## src/rtl/lfuct_pkg.sv

```systemverilog
// Shared types and constants for the LFU cache table.
`default_nettype none
package lfuct_pkg;

  localparam int DATA_W     = 32;
  localparam int CFG_ADDR_W = 3;
  localparam int CAP_REG_W  = 5;

  localparam logic [CAP_REG_W-1:0] CAP_RESET = 5'd16;

  // Request modes
  localparam logic MODE_GET = 1'b0;
  localparam logic MODE_SET = 1'b1;

  // Register index, taken from the word address
  typedef logic [0:0] reg_idx_t;
  localparam reg_idx_t REG_CAPACITY = 1'b0;

  // Outcome of one transaction
  typedef struct packed {
    logic              hit;
    logic [DATA_W-1:0] read_value;
    logic              evicted;
    logic [DATA_W-1:0] evicted_key;
  } result_t;

endpackage
`default_nettype wire

```

## src/rtl/lfuct_cfg.sv

```systemverilog
// APB register block holding the capacity_in_use register.
`default_nettype none
module lfuct_cfg (
  input  wire logic                              clk,
  input  wire logic                              rst_n,
  input  wire logic                              psel,
  input  wire logic                              penable,
  input  wire logic                              pwrite,
  input  wire logic [lfuct_pkg::CFG_ADDR_W-1:0]  paddr,
  input  wire logic [lfuct_pkg::DATA_W-1:0]      pwdata,
  output logic      [lfuct_pkg::DATA_W-1:0]      prdata,
  output logic                                   pready,
  output logic      [lfuct_pkg::CAP_REG_W-1:0]   cap
);
  import lfuct_pkg::*;

  logic [CAP_REG_W-1:0] cap_r;
  logic [CAP_REG_W-1:0] cap_nxt;
  reg_idx_t             reg_idx;
  logic                 wr_en;

  assign reg_idx = paddr[CFG_ADDR_W-1];
  assign wr_en   = psel && penable && pwrite;
  assign pready  = 1'b1;
  assign cap     = cap_r;

  always_comb begin
    cap_nxt = cap_r;
    prdata  = '0;
    unique case (reg_idx)
      REG_CAPACITY: begin
        prdata = {{(DATA_W-CAP_REG_W){1'b0}}, cap_r};
        if (wr_en) begin
          cap_nxt = pwdata[CAP_REG_W-1:0];
        end
      end
      default: begin
        prdata = '0;
      end
    endcase
  end

  always_ff @(posedge clk) begin
    if (!rst_n) begin
      cap_r <= CAP_RESET;
    end else begin
      cap_r <= cap_nxt;
    end
  end

endmodule
`default_nettype wire

```

## src/rtl/lfuct_victim_sel.sv

```systemverilog
// Min tree picking the lowest-count, oldest valid entry.
`default_nettype none
module lfuct_victim_sel #(
  parameter int CAPACITY    = 16,
  parameter int COUNT_WIDTH = 16,
  parameter int RANK_W      = 4,
  parameter int IDX_W       = 4
) (
  input  wire logic [CAPACITY-1:0]    valid,
  input  wire logic [COUNT_WIDTH-1:0] count [CAPACITY],
  input  wire logic [RANK_W-1:0]      rank  [CAPACITY],
  output logic                        found,
  output logic      [IDX_W-1:0]       idx
);

  localparam int LEAVES = 1 << IDX_W;
  localparam int NODES  = 2 * LEAVES - 1;
  localparam int KEY_W  = COUNT_WIDTH + RANK_W;

  // Heap layout: node n has children 2n+1 and 2n+2, leaves at LEAVES-1+k
  logic             nv [NODES];
  logic [KEY_W-1:0] nk [NODES];
  logic [IDX_W-1:0] ni [NODES];

  genvar k, n;
  generate
    for (k = 0; k < LEAVES; k++) begin : g_leaf
      if (k < CAPACITY) begin : g_real
        // lower count wins, then higher rank (older) via inverted rank
        assign nv[LEAVES-1+k] = valid[k];
        assign nk[LEAVES-1+k] = {count[k], ~rank[k]};
      end else begin : g_pad
        assign nv[LEAVES-1+k] = 1'b0;
        assign nk[LEAVES-1+k] = '0;
      end
      assign ni[LEAVES-1+k] = IDX_W'(k);
    end
    for (n = 0; n < LEAVES - 1; n++) begin : g_node
      logic take_l;
      assign take_l = nv[2*n+1] && (!nv[2*n+2] || (nk[2*n+1] <= nk[2*n+2]));
      assign nv[n]  = nv[2*n+1] || nv[2*n+2];
      assign nk[n]  = take_l ? nk[2*n+1] : nk[2*n+2];
      assign ni[n]  = take_l ? ni[2*n+1] : ni[2*n+2];
    end
  endgenerate

  assign found = nv[0];
  assign idx   = ni[0];

endmodule
`default_nettype wire

```

## src/rtl/lfuct_table.sv

```systemverilog
// Entry store with parallel lookup, LFU/LRU replacement and rank upkeep.
`default_nettype none
module lfuct_table #(
  parameter int CAPACITY    = 16,
  parameter int COUNT_WIDTH = 16,
  parameter int RANK_W      = 4,
  parameter int IDX_W       = 4,
  parameter int HELD_W      = 5
) (
  input  wire logic                            clk,
  input  wire logic                            rst_n,
  input  wire logic                            go,
  input  wire logic                            mode,
  input  wire logic [lfuct_pkg::DATA_W-1:0]    key,
  input  wire logic [lfuct_pkg::DATA_W-1:0]    new_value,
  input  wire logic [lfuct_pkg::CAP_REG_W-1:0] cap,
  output lfuct_pkg::result_t                   result
);
  import lfuct_pkg::*;

  localparam int CMP_W = (HELD_W > CAP_REG_W) ? HELD_W : CAP_REG_W;

  logic [CAPACITY-1:0]    valid_r, valid_nxt;
  logic [DATA_W-1:0]      key_r     [CAPACITY];
  logic [DATA_W-1:0]      key_nxt   [CAPACITY];
  logic [DATA_W-1:0]      value_r   [CAPACITY];
  logic [DATA_W-1:0]      value_nxt [CAPACITY];
  logic [COUNT_WIDTH-1:0] count_r   [CAPACITY];
  logic [COUNT_WIDTH-1:0] count_nxt [CAPACITY];
  logic [RANK_W-1:0]      rank_r    [CAPACITY];
  logic [RANK_W-1:0]      rank_nxt  [CAPACITY];
  logic [HELD_W-1:0]      held_r, held_nxt;

  logic [CAPACITY-1:0] hit_vec, vic_oh, valid_after, free_vec, ins_oh;
  logic                hit_any, full, set_miss, evict, insert;
  logic [RANK_W-1:0]   hit_rank, vic_rank;
  logic [DATA_W-1:0]   hit_value, vic_key;
  logic                vic_found;
  logic [IDX_W-1:0]    vic_idx;

  lfuct_victim_sel #(
    .CAPACITY    (CAPACITY),
    .COUNT_WIDTH (COUNT_WIDTH),
    .RANK_W      (RANK_W),
    .IDX_W       (IDX_W)
  ) u_victim (
    .valid (valid_r),
    .count (count_r),
    .rank  (rank_r),
    .found (vic_found),
    .idx   (vic_idx)
  );

  assign vic_rank = rank_r[vic_idx];
  assign vic_key  = key_r[vic_idx];

  // Lookup: keys are unique among valid entries, so OR-muxing is exact
  always_comb begin
    hit_vec   = '0;
    hit_rank  = '0;
    hit_value = '0;
    for (int i = 0; i < CAPACITY; i++) begin
      hit_vec[i] = valid_r[i] && (key_r[i] == key);
      if (hit_vec[i]) begin
        hit_rank  = hit_rank | rank_r[i];
        hit_value = hit_value | value_r[i];
      end
    end
  end

  assign hit_any = |hit_vec;

  // held >= min(cap, CAPACITY); held never exceeds CAPACITY
  assign full = (CMP_W'(held_r) >= CMP_W'(cap)) || (held_r == HELD_W'(CAPACITY));

  assign set_miss = go && (mode == MODE_SET) && !hit_any && (cap != '0);
  assign evict    = set_miss && full && vic_found;

  always_comb begin
    for (int i = 0; i < CAPACITY; i++) begin
      vic_oh[i] = evict && (vic_idx == IDX_W'(i));
    end
  end

  assign valid_after = valid_r & ~vic_oh;
  assign free_vec    = ~valid_after;
  assign ins_oh      = free_vec & (~free_vec + CAPACITY'(1));  // lowest free slot
  assign insert      = set_miss && (|ins_oh);

  always_comb begin
    valid_nxt = valid_r;
    held_nxt  = held_r;
    for (int i = 0; i < CAPACITY; i++) begin
      key_nxt[i]   = key_r[i];
      value_nxt[i] = value_r[i];
      count_nxt[i] = count_r[i];
      rank_nxt[i]  = rank_r[i];
    end
    if (go && hit_any) begin
      for (int i = 0; i < CAPACITY; i++) begin
        if (hit_vec[i]) begin
          rank_nxt[i] = '0;
          if (count_r[i] != '1) begin
            count_nxt[i] = count_r[i] + COUNT_WIDTH'(1);
          end
          if (mode == MODE_SET) begin
            value_nxt[i] = new_value;
          end
        end else if (valid_r[i] && (rank_r[i] < hit_rank)) begin
          rank_nxt[i] = rank_r[i] + RANK_W'(1);
        end
      end
    end else begin
      valid_nxt = valid_after;
      for (int i = 0; i < CAPACITY; i++) begin
        if (valid_after[i]) begin
          rank_nxt[i] = rank_r[i] + RANK_W'(insert)
                      - RANK_W'(evict && (rank_r[i] > vic_rank));
        end
        if (insert && ins_oh[i]) begin
          valid_nxt[i] = 1'b1;
          key_nxt[i]   = key;
          value_nxt[i] = new_value;
          count_nxt[i] = COUNT_WIDTH'(1);
          rank_nxt[i]  = '0;
        end
      end
      held_nxt = held_r + HELD_W'(insert) - HELD_W'(evict);
    end
  end

  always_comb begin
    result.hit         = hit_any;
    result.evicted     = evict;
    result.evicted_key = evict ? vic_key : '0;
    if (mode == MODE_SET) begin
      result.read_value = '0;
    end else if (hit_any) begin
      result.read_value = hit_value;
    end else begin
      result.read_value = '1;
    end
  end

  always_ff @(posedge clk) begin
    if (!rst_n) begin
      valid_r <= '0;
      held_r  <= '0;
      for (int i = 0; i < CAPACITY; i++) begin
        rank_r[i] <= '0;
      end
    end else begin
      valid_r <= valid_nxt;
      held_r  <= held_nxt;
      for (int i = 0; i < CAPACITY; i++) begin
        rank_r[i] <= rank_nxt[i];
      end
    end
  end

  always_ff @(posedge clk) begin
    for (int i = 0; i < CAPACITY; i++) begin
      key_r[i]   <= key_nxt[i];
      value_r[i] <= value_nxt[i];
      count_r[i] <= count_nxt[i];
    end
  end

  a_held_matches_valid: assert property (@(posedge clk) disable iff (!rst_n)
    $countones(valid_r) == int'(held_r))
    else $error("held count does not match valid entries");

  a_held_bound: assert property (@(posedge clk) disable iff (!rst_n)
    held_r <= HELD_W'(CAPACITY))
    else $error("held count exceeds table size");

  a_key_unique: assert property (@(posedge clk) disable iff (!rst_n)
    $onehot0(hit_vec))
    else $error("key present in more than one entry");

  a_no_evict_on_hit: assert property (@(posedge clk) disable iff (!rst_n)
    (go && hit_any) |-> (!evict && !insert))
    else $error("replacement on a hit");

  a_insert_grows: assert property (@(posedge clk) disable iff (!rst_n)
    (insert && !evict) |=> (held_r == $past(held_r) + HELD_W'(1)))
    else $error("insert without eviction did not grow the table");

endmodule
`default_nettype wire

```

## src/rtl/lfu_cache_table_core.sv

```systemverilog
// Top level of the LFU cache table: command port, APB registers, result register.
`default_nettype none
// Fully associative key/value cache, CAPACITY entries, least-frequently-used
// replacement with least-recently-used tie-break. A transaction is taken on
// any edge with start high and busy low; busy is never raised, so a new
// transaction may be issued every clock. The request is registered, looked
// up against all entries in parallel, the victim is chosen by a min tree over
// {use count, age}, and the outcome lands in the result register, where
// out_valid rises and stays high for one cycle. The receiver cannot stall;
// it must take each result in the cycle it is shown. One table update per
// clock sets the rate: one transaction per cycle.
// capacity_in_use (APB byte address 0, reset 16) limits how many entries are
// held; zero stops new inserts while hits still work. Only write it while no
// transaction is in flight. Use counts saturate at 2^COUNT_WIDTH-1.
module lfu_cache_table_core #(
  parameter int CAPACITY    = 16,
  parameter int COUNT_WIDTH = 16
) (
  input  wire logic                                  clk,
  input  wire logic                                  rst_n,
  // command channel
  input  wire logic                                  start,
  output logic                                       busy,
  input  wire logic                                  in_mode,
  input  wire logic signed [lfuct_pkg::DATA_W-1:0]   in_key,
  input  wire logic signed [lfuct_pkg::DATA_W-1:0]   in_new_value,
  // result channel
  output logic                                       out_valid,
  output logic                                       out_hit,
  output logic signed      [lfuct_pkg::DATA_W-1:0]   out_read_value,
  output logic                                       out_evicted,
  output logic signed      [lfuct_pkg::DATA_W-1:0]   out_evicted_key,
  // APB configuration
  input  wire logic                                  psel,
  input  wire logic                                  penable,
  input  wire logic                                  pwrite,
  input  wire logic        [lfuct_pkg::CFG_ADDR_W-1:0] paddr,
  input  wire logic        [lfuct_pkg::DATA_W-1:0]   pwdata,
  output logic             [lfuct_pkg::DATA_W-1:0]   prdata,
  output logic                                       pready
);
  import lfuct_pkg::*;

  localparam int IDX_W  = (CAPACITY > 1) ? $clog2(CAPACITY) : 1;
  localparam int RANK_W = IDX_W;
  localparam int HELD_W = $clog2(CAPACITY + 1);

  logic                 req_valid_r;
  logic                 req_mode_r;
  logic [DATA_W-1:0]    req_key_r;
  logic [DATA_W-1:0]    req_value_r;
  logic                 accept;

  logic [CAP_REG_W-1:0] cap;
  result_t              result;

  logic                 res_valid_r;
  result_t              res_r;

  // Nothing ever stalls the front end
  assign busy   = 1'b0;
  assign accept = start && !busy;

  lfuct_cfg u_cfg (
    .clk     (clk),
    .rst_n   (rst_n),
    .psel    (psel),
    .penable (penable),
    .pwrite  (pwrite),
    .paddr   (paddr),
    .pwdata  (pwdata),
    .prdata  (prdata),
    .pready  (pready),
    .cap     (cap)
  );

  lfuct_table #(
    .CAPACITY    (CAPACITY),
    .COUNT_WIDTH (COUNT_WIDTH),
    .RANK_W      (RANK_W),
    .IDX_W       (IDX_W),
    .HELD_W      (HELD_W)
  ) u_table (
    .clk       (clk),
    .rst_n     (rst_n),
    .go        (req_valid_r),
    .mode      (req_mode_r),
    .key       (req_key_r),
    .new_value (req_value_r),
    .cap       (cap),
    .result    (result)
  );

  // Request register and result register
  always_ff @(posedge clk) begin
    if (!rst_n) begin
      req_valid_r <= 1'b0;
      res_valid_r <= 1'b0;
    end else begin
      req_valid_r <= accept;
      res_valid_r <= req_valid_r;
    end
  end

  always_ff @(posedge clk) begin
    if (accept) begin
      req_mode_r  <= in_mode;
      req_key_r   <= in_key;
      req_value_r <= in_new_value;
    end
    if (req_valid_r) begin
      res_r <= result;
    end
  end

  assign out_valid       = res_valid_r;
  assign out_hit         = res_r.hit;
  assign out_read_value  = res_r.read_value;
  assign out_evicted     = res_r.evicted;
  assign out_evicted_key = res_r.evicted_key;

endmodule
`default_nettype wire
```

## config.mk

```make
export PLATFORM = sky130hd
export DESIGN_NAME = lfu_cache_table_core
export DESIGN_NICKNAME = d
export VERILOG_FILES = /design/src/rtl/lfuct_pkg.sv /design/src/rtl/lfuct_cfg.sv /design/src/rtl/lfuct_victim_sel.sv /design/src/rtl/lfuct_table.sv /design/src/rtl/lfu_cache_table_core.sv
export SDC_FILE = /design/constraint.sdc
export NUM_CORES = 2
export LEC_CHECK = 0
export ABC_AREA = 1
export BUFFER_PORTS_ARGS = -buffer_cell sky130_fd_sc_hd__buf_2
export CORE_MARGIN = 2
export CORE_UTILIZATION = 44
export CTS_CLUSTER_SIZE = 14
export DETAILED_ROUTE_END_ITERATION = 16
export HOLD_SLACK_MARGIN = 0.08
export PLACE_DENSITY_LB_ADDON = 0.15
export SYNTH_ARGS = -nofsm -noshare
export SYNTH_HDL_FRONTEND = slang
export SYNTH_SLANG_ARGS = --single-unit
export TNS_END_PERCENT = 50
```

## constraint.sdc

```tcl
create_clock -name clk -period 32.8 [get_ports clk]
set_input_delay 4.92 -clock clk [delete_from_list [all_inputs] [get_ports clk]]
set_output_delay 4.92 -clock clk [all_outputs]
set_load 0.05 [all_outputs]
```

==> run_results.csv <==
group,metric,value,unit
grt,antenna_found_initial,17,
critical_path,cp_data_required_time,33.23,ns
drt,drc,0,
drt,routed_wl,303000,µm
floorplan,num_rows,161,
critical_path,critPathMaxStageDelay,1.06,ns
logic_synthesis,yosysWarnings,0,
power,sw_frac_of_total,24.9,%
logic_synthesis,synthTopCellsByCount,"2159 x nand2_1, 1411 x edfxtp_1, 967 x inv_1, 817 x nor2_1, 535 x ha_1",
sta,max_slew_margin,9.77,%
min_path,hold_path.class,"reg -> reg",
logic_synthesis,synth_flop_cell,"edfxtp_1",
placement,gp_congestion,0.992,
drt,drt_pass1_iterations,6,
sta,finalSetupViolCount,0,
critical_path,cp.arrival,15.32,ns
grt,grt_overflow,0,
sta,setup_slack,17.91,ns
placement,placed_cell_area,0.0885,mm²
logic_synthesis,yosysSeqAreaShare,52.0,%
cts,cts_tree,"done",
logic_synthesis,synth.top_cell.area_share,49.8,%
power,p_total,4.41,mW
grt,grt_pass1_wl,439000,µm
cts,cts_resized,0,
sta,finalHoldViolCount,0,
final_layout,final_layout_size_suffix_gt1_share,7.83,%
floorplan,die-area,0.197,mm²
critical_path,rr_startpoint,"u_table.rank_r[45]",
placement,hpwl,202000,µm
power,seq_power_share,48.6,%
logic_synthesis,synth_most_common_cell,"nand2_1",
final_layout,fin_area,0.0942,mm²
floorplan,io_pins,207,
grt,grt_usage,30.2,%
power,power_frac_clock,44.6,%
cts,clkSlewWorstSetupHoldPaths,0.07,ns
sta,min_period,14.89,ns
logic_synthesis,ys_types,62,
final_layout,utilization,49.0,%
floorplan,coreArea,0.192,mm²
grt,grt_max_degree,83,
floorplan,start_util,44.2,%
drt,drt_iter0_markers,8105,
sta,rsz0062_at_grt,"no",
sta,worst_slew_pin_slew,1.34,ns
sta,slew_violations,0,
power,p_leak,39.6,nW
logic_synthesis,netlist_area,0.0851,mm²
final_layout,multi_input_area,0.0355,mm²
final_layout,num-fill-cells,17789,
cts,cts_setup_buffers,0,
cts,cts_buffer_depth,3,
min_path,hold_start,"u_table.held_r[4]",
job,maxCapViolCount,0,
final_layout,fin_nets,9769,
drt,wl_per_cell,25.7,µm
final_layout,regArea,0.0442,mm²
cts,clock_latency,0.88,ns
power,switching_power,1.10,mW
sta,setup-tns-final,0,ns
logic_synthesis,ys_ff_latch,1503,
critical_path,cp-end-kind,"register",
power,irDropWorstVdd,0.0539,mV
power,powerDensity,46.8,mW/mm²
cts,cts-htree-levels,4,
critical_path,critPathKind,"reg -> reg",
critical_path,cp-start-kind,"register",
sta,post-route-period-util,45.4,%
power,pwr-share-comb,6.8,%
final_layout,area_growth,10.7,%
critical_path,r2r_cells,55,
logic_synthesis,synthTopCellsByArea,"edfxtp_1 50%, nand2_1 9.5%, ha_1 7.9%",
cts,postCtsHoldBufs,0,
sta,finalClockSkew,0.0733,ns
drt,num_vias,68502,
cts,clock-sinks,1503,
floorplan,dieHeight,444,µm
placement,io_buffers,148,
critical_path,crit_top_cell,"nand2_1",
drt,final_antenna_net_count,0,
critical_path,crit_fanout,52,
floorplan,dieWidth,444,µm
run_status,status,"completed",
critical_path,crit_slowest_cell,"a31oi_2",
logic_synthesis,synth_edf_count,1411,
placement,post-place-ws,18.15,ns
drt,viasPerCell,5.81,
logic_synthesis,async_reset_ff_share,0,%
logic_synthesis,postSynthAreaPerCell,9.46,µm²
logic_synthesis,syn_inst,8999,
power,internal-power,3.31,mW
cts,cts_buffers,168,
cts,cts-root-buf,"clkbuf_16",
sta,clock.fmax,0.0671,GHz
logic_synthesis,post-synth-top-area-cell,"edfxtp_1",
grt,grt_pass1_vias,65561,
min_path,hold_path_depth,2,
critical_path,critPathLaunch,"u_table.rank_r[45]",
stage by stage:
stage	instances	hold slack, ns
after floorplan	9026	0.456
after global placement	11467	0.482
after detailed placement	11467	0.494
after CTS	11781	0.502
after global routing	11782	0.521
final	11786	0.496
cells in the final DEF (no fill, tap or decap), types with 17 or more instances in the layout:
cell	netlist	routed
nor2_4	1	22
o221ai_1	44	44
a22oi_1	89	89
a31oi_1	21	19
buf_4	73	141
o21bai_1	17	17
a221oi_1	140	139
nor3_1	114	114
fa_1	17	17
a41oi_1	40	39
a21o_1	19	19
dfxtp_1	92	91
o21a_1	36	36
xnor2_1	159	159
inv_1	967	947
a21oi_1	310	306
clkinv_2	0	36
nor2_1	817	796
o21ai_1	51	54
edfxtp_1	1411	1411
nor4_1	33	30
xor2_1	135	135
o22ai_1	97	97
nand2_1	2159	2155
inv_2	39	67
clkbuf_1	207	32
conb_1	2	29
o21ai_0	505	502
nand3_1	253	252
buf_2	19	146
bufinv_16	0	20
nand4_1	102	102
nand3_2	24	24
nand2_2	15	17
ha_1	535	535
clkinv_1	13	35
clkbuf_16	0	168
o211ai_1	61	61
a22o_1	131	131
nor3b_1	94	94
power groups by stage:
stage	clock, mW	combinational (mW)	sequential [mW]
after detailed placement	0	0.289	2.18
after global routing	2.06	0.316	2.15
final	1.97	0.298	2.14
after CTS	1.99	0.289	2.14
after global placement	0	0.284	2.18
after floorplan	0	0.162	2.20
layout make-up:
cell class / count / share of cell area (%)
well taps: 2526 / 3.35
flip-flops and latches: 1503 / 46.9
multi-input cells: 6131 / 37.7
diodes: 5 / 0.0133
repair buffers: 287 / 1.90
inverters: 1020 / 4.07
clock buffers: 202 / 4.62
clock inverters: 112 / 1.41
critical path: cells and delay by family, from the launching register on:
family                   cells  cell delay [ns]
AND/OR/NAND/NOR             34             5.76
flip-flops                   1             0.70
AO/OA/AOI/OAI               10             3.86
buffers and inverters        7             2.62
adder cells (fa/ha/maj)      4             1.41
routing by layer:
metal	routed length (µm)	GRT usage (%)
met1	123000	40.3
met2	133000	46.0
met3	29600	6.28
met4	18300	16.6
met5	139	0
logic make-up after synthesis:
kind of cell	after synthesis	synth area share, %
xor+xnor	294	3.03
other cells	2	0.00882
buf+inv	1392	6.75
simple gates	3655	18.0
fa+ha+maj	552	8.27
compound gates	1601	12.0
flops	1503	52.0
final timing paths:
kind | to | slack [ns]
worst max-delay path | u_table.count_r[208] | 17.91
worst min-delay path | u_table.held_r[4] | 0.50
worst max register to register | u_table.count_r[208] | 17.91
worst min register to register | u_table.held_r[4] | 0.50
flip-flops by register name, indices dropped and copies added (netlist names):
register,count
out_evicted,1
u_table.rank_r,64
out_read_value,32
req_mode_r,1
out_valid,1
u_table.key_r,512
out_hit,1
u_table.value_r,512
out_evicted_key,32
u_table.held_r,5
u_cfg.cap,5
u_table.count_r,256
u_table.valid_r,16
req_key_r,32
req_valid_r,1
req_value_r,32
No activity file was read; power rests on OpenSTA's default activity.
